--- config.mk ---
export PLATFORM = sky130hd
export DESIGN_NAME = glpd_emit
export DESIGN_NICKNAME = d
export VERILOG_FILES = /design/src/hw/rtl/glpd_pkg.sv /design/src/hw/rtl/glpd_emit.sv
export SDC_FILE = /design/constraint.sdc
export NUM_CORES = 1
export LEC_CHECK = 0
export BUFFER_PORTS_ARGS = -buffer_cell sky130_fd_sc_hd__buf_2
export CORE_MARGIN = 5
export CORE_UTILIZATION = 46
export CTS_BUF_LIST = sky130_fd_sc_hd__clkbuf_4 sky130_fd_sc_hd__clkbuf_8
export DETAILED_ROUTE_END_ITERATION = 6
export MAX_ROUTING_LAYER = met4
export PLACE_DENSITY_LB_ADDON = 0.12
export SLEW_MARGIN = 10
export SYNTH_ARGS = -nofsm -noshare
export SYNTH_HDL_FRONTEND = slang
export SYNTH_SLANG_ARGS = --single-unit
--- constraint.sdc ---
create_clock -name clk -period 3.7 [get_ports clk]
set_input_delay 0.555 -clock clk [delete_from_list [all_inputs] [get_ports clk]]
set_output_delay 0.555 -clock clk [all_outputs]
set_load 0.02 [all_outputs]
--- src/hw/rtl/glpd_pkg.sv ---
// Shared types and constants for the grid local peak detector.
// No dependencies; used by glpd_emit and grid_local_peak_detector.

package glpd_pkg;

	// Field widths fixed by the interface
	localparam int SAMPLE_W = 16;
	localparam int POS_W    = 10;
	localparam int CFG_W    = 11;
	localparam int CFG_IDX_W = 2;

	// Configuration register indexes
	localparam logic [CFG_IDX_W-1:0] REG_GRID_WIDTH  = 2'd0;
	localparam logic [CFG_IDX_W-1:0] REG_GRID_HEIGHT = 2'd1;

	// Grid size after reset
	localparam int RST_WIDTH  = 5;
	localparam int RST_HEIGHT = 4;

	// Result slots per sample, in raster order
	localparam int NRES      = 3;
	localparam int SLOT_UP   = 0; // sample above the current one
	localparam int SLOT_LEFT = 1; // last row, sample to the left
	localparam int SLOT_SELF = 2; // last sample of the frame

	// One line store entry: sample plus its up/left peak flag
	typedef struct packed {
		logic                       ok;
		logic signed [SAMPLE_W-1:0] value;
	} line_t;

	// One reported peak
	typedef struct packed {
		logic [POS_W-1:0]           row;
		logic [POS_W-1:0]           col;
		logic signed [SAMPLE_W-1:0] value;
	} peak_t;

	// All results caused by one sample
	typedef struct packed {
		logic [NRES-1:0]  hit;
		peak_t [NRES-1:0] item;
	} peak_set_t;

endpackage

--- src/hw/rtl/glpd_emit.sv ---
// Result register: holds the peaks of one sample and sends them one per transfer.
// Depends on glpd_pkg.

module glpd_emit (
	input  logic                                clk,
	input  logic                                arst_n,
	input  logic                                load_valid,
	input  glpd_pkg::peak_set_t                 load_set,
	output logic                                load_ready,
	output logic                                peak_valid,
	input  logic                                peak_ready,
	output logic [glpd_pkg::POS_W-1:0]          peak_row,
	output logic [glpd_pkg::POS_W-1:0]          peak_col,
	output logic signed [glpd_pkg::SAMPLE_W-1:0] peak_value,
	output logic                                last_of_run
);

	localparam int NRES = glpd_pkg::NRES;

	logic [NRES-1:0]            hit_q;
	glpd_pkg::peak_t [NRES-1:0] item_q;
	logic [NRES-1:0]            low;
	logic [NRES-1:0]            rest;
	glpd_pkg::peak_t            sel;

	// pick the earliest pending result
	always_comb begin
		low  = hit_q & (~hit_q + NRES'(1));
		rest = hit_q & ~low;
		sel  = '0;
		for (int i = 0; i < NRES; i++) begin
			if (low[i]) begin
				sel = item_q[i];
			end
		end
	end

	assign peak_valid  = |hit_q;
	assign peak_row    = sel.row;
	assign peak_col    = sel.col;
	assign peak_value  = sel.value;
	assign last_of_run = (rest == '0);

	// free once the last pending result leaves
	assign load_ready = (hit_q == '0) || (peak_ready && rest == '0);

	always_ff @(posedge clk or negedge arst_n) begin
		if (!arst_n) begin
			hit_q <= '0;
		end else if (load_valid && load_ready) begin
			hit_q <= load_set.hit;
		end else if (peak_valid && peak_ready) begin
			hit_q <= rest;
		end
	end

	always_ff @(posedge clk) begin
		if (load_valid && load_ready) begin
			item_q <= load_set.item;
		end
	end

endmodule

==> results by group <==
Die
  – Initial Utilization: between 40% and 50%
  – Cell Rows: 34
  – Count of pins on the block boundary: 154
  – Die Y-Extent: 106 um
  – Width of the chip: 106 um
  – Core area: ~8800 um^2
  – Die Outline Area: ~11000 um^2

Power and ir drop
  – Part of the power in registers: 46.4%
  – Cell Int Power: 2.46 mW
  – Clock share of power: around 18%
  – Worst IR Drop VDD: 0.000440 V
  – Part of the power in combinational logic: 35.7%
  – Pwr per Cell Area: ~740 nW/um^2
  – Static Leakage: 2.02 nW
  – NetSw: 1.41 mW
  – Switching share of power: 36.5%

Setup path
  – Critical Path Sink Type: output pin
  – Worst-case register-to-register setup slack: ~1.5 ns
  – Delay contributed by the slowest stage of the critical path: between 0.8 and 0.9 ns
  – Startpoint kind of the worst setup timing path: flop
  – Worst-path cell with the longest stage delay: nor2b_4
  – Data arrival time at the worst-slack endpoint: between 2 and 2.5 ns
  – Crit Path Category: reg2out
  – Worst-path maximum fanout: 36
  – Required @ worst endpoint: between 3 and 4 ns
  – Worst-path cell chain: nor2b_4, a22oi_1, o21ai_1, buf_2

Placed design
  – Post-detail-place hpwl: between 5000 and 6000 um
  – Setup slack at placement: 1.23 ns
  – Port bufs: 153
  – Gpl congestion: 0.802
  – Post-place instance area: 5010 um^2

Route
  – Vias after detailed routing: between 2000 and 3000
  – Final wirelength: 8930 um
  – Average wire per standard cell: ~17 um
  – Residual DRC count: 0
  – Vias per Instance: 5.14
  – Post-DRT Antenna Nets: 0
  – DRC marker count from the first detailed-route iteration: 153
  – Number of search-and-repair iterations in the first detailed-routing pass: 6

Logic synthesis
  – Compound-cell area share of the yosys netlist: 12.4%
  – Register area share after synthesis: 79.0%
  – Main combinational cell family by area after synthesis: compound AO/OA/AOI/OAI gates
  – Yosys warns: 0
  – Post-synth design cell area: 4200 um^2
  – Adder and majority cell fraction of the synthesized area: 0.238%
  – Multiplexer fraction of the synthesized cell area: 0%
  – Simple-gate portion of the synthesized area: about 5.2%
  – Number of instances in the synthesized netlist: 261
  – Number of register bits inferred by synthesis: 111
  – Count of cell types in the netlist: 27
  – Post-synthesis area per instance: 16.1 um^2
  – Syn Nets: 376
  – XOR/XNOR share of the synthesized area: 0%

STA
  – Final hold violation count: 0
  – Clock skew after layout: 0.00963 ns
  – Worst path setup slack after routing: 0.861 ns
  – Period utilisation layout: 76.7%
  – Setup violations, final: 0
  – Min Clock Period, post-route: 2.84 ns
  – Setup repair after global routing missed its margin: no
  – Least-Margin Pin Slew: 0.977 ns
  – Post-route setup TNS: 0 ns
  – Relative slew slack: about a third
  – Max-slew violation total from the final report: 0
  – Highest clock frequency the design can meet: 352 MHz

Cells and area
  – Area delta synth->final: 24.2%
  – Final design area excluding fillers: ~5200 um^2
  – Fraction of final layout cells with drive strength greater than 1: 42.2%
  – Diode count: 0
  – Number of fill cells in the layout: 720
  – Most common cell after layout, fill and taps aside: buf_2
  – Highest-count cells in the layout ignoring fill and taps: 153 x buf_2, 108 x edfxtp_1, 38 x nand2_1
  – Number of nets in the finished design: 525

Clock tree
  – Clock root buffer: clkbuf_8
  – Post-CTS repair timing setup buffer count: 0
  – Total number of clock tree sinks: 111
  – Worst-path clk slew: 0.10 ns
  – Deepest level of the CTS H-tree: 3
  – Maximum count of clock buffers along a single path: 2
  – Clk_lat worst skew: 0.35 ns
  – Clock buffer count from CTS: 9
  – TritonCTS clock tree: yes

Job
  – MaxCap Viol Count: 0

Global route
  – Overflow left after global routing: 0
  – Fraction of met2 tracks used by global routing: 24.6%
  – GRT Util Overall: ~16%
  – Pin count of the biggest net entering global routing: 109
  – Met3 usage in global routing: under 10%
  – Global-route wire length before repair: 13300 um
  – Layer with the highest usage: met2
  – Number of global-route vias before repair: 2689
  – Number of antenna violations at the first check in global routing: 0
  – GR Util met1: 21.0%

Worst hold path
  – Class of the tightest hold or removal check: in2reg

Outcome
  – Result of the run: complete, no violations
## worst max-delay path, delay by kind of cell (launching register included)
family | cells | cell delay, ns
AOI/OAI and AO/OA | 2 | 0.37
buffers and inverters | 1 | 0.20
DFF | 1 | 0.49
and+or+nand+nor | 1 | 0.85
## power by group through the flow
stage                     logic (mW)  clock network (mW)  registers [mW]
final                           1.38               0.696            1.80
after floorplan                 1.02                   0            1.79
after global placement          1.39                   0            1.82
after global routing            1.49               0.763            1.82
after CTS                       1.40               0.719            1.80
after detailed placement        1.40                   0            1.83
## path summary, 6_finish.rpt
path	startpoint	to	depth (start not counted)
max	hit_q[2]	peak_value[6]	4
min	load_set[5]	item_q[5]	1
max reg2reg	hit_q[0]	item_q[79]	3
min reg2reg	hit_q[2]	hit_q[2]	1
max in group asynchronous	arst_n	hit_q[0]	2
min in group asynchronous	arst_n	hit_q[2]	2
## timing repair
item / in CTS / in global routing
resized for setup: 0 / 0
hold buffers: 1 / 0
endpoints found under the hold margin: 3 / 0
## registers in the layout, indices dropped and copies added (netlist names)
register	cells
hit_q	3
item_q	108
## layer usage
layer	up-vias	share of wire, %
met5	-	0
met3	10	6.9
met4	0	1.3
met2	103	48
li1	1303	-
met1	1270	44
## final cells by class
cell class / count / area, um^2 / share of cell area (%)
clock buffer: 10 / 131 / 2.52
tap: 108 / 135 / 2.59
timing repair buffer: 157 / 811 / 15.5
inverter: 1 / 3.75 / 0.0720
multi-input combinational: 130 / 753 / 14.4
sequential: 111 / 3320 / 63.7
clock inverter: 6 / 61.3 / 1.18
## cell usage after synthesis
cell type,instances,area share (%)
o21ai_1,30,3.6
nor3_1,1,0.12
dfrtp_1,3,1.8
edfxtp_1,108,77
maj3_1,1,0.24
o211ai_2,1,0.30
buf_6,6,1.6
clkbuf_1,6,0.54
nor2b_1,1,0.15
a211oi_1,2,0.36
nand2_1,38,3.4
o21a_1,1,0.18
o22a_1,1,0.21
and2_1,1,0.15
a22oi_1,36,6.4
o22ai_1,1,0.15
nand2b_1,2,0.30
or3_1,2,0.30
buf_4,1,0.18
and3b_1,1,0.21
a21oi_1,1,0.12
inv_1,1,0.089
a32o_1,1,0.24
o21ai_0,7,0.83
or3b_4,1,0.27
buf_2,6,0.72
nor2b_4,1,0.33
## metrics by stage
| stage | power, mW | hold slack, ns | utilization [%] | instances |
|---|---|---|---|---|
| floorplan | 2.81 | 0.259 | - | 261 |
| global placement | 3.20 | 0.357 | 56.9 | 506 |
| detailed placement | 3.23 | 0.358 | 56.9 | 506 |
| CTS | 3.92 | 0.350 | 59.2 | 523 |
| global route | 4.08 | 0.348 | 59.2 | 523 |
| finish | 3.87 | 0.372 | 59.2 | 523 |
## logic make-up (layout without fill, tap and decap cells)
family          count (synthesis)  after routing
simple gates                   48             48
fa+ha+maj                       1              1
flops                         111            111
buf+inv                        20            174
compound gates                 81             81
Note: power is estimated with default switching activity, not from simulation.
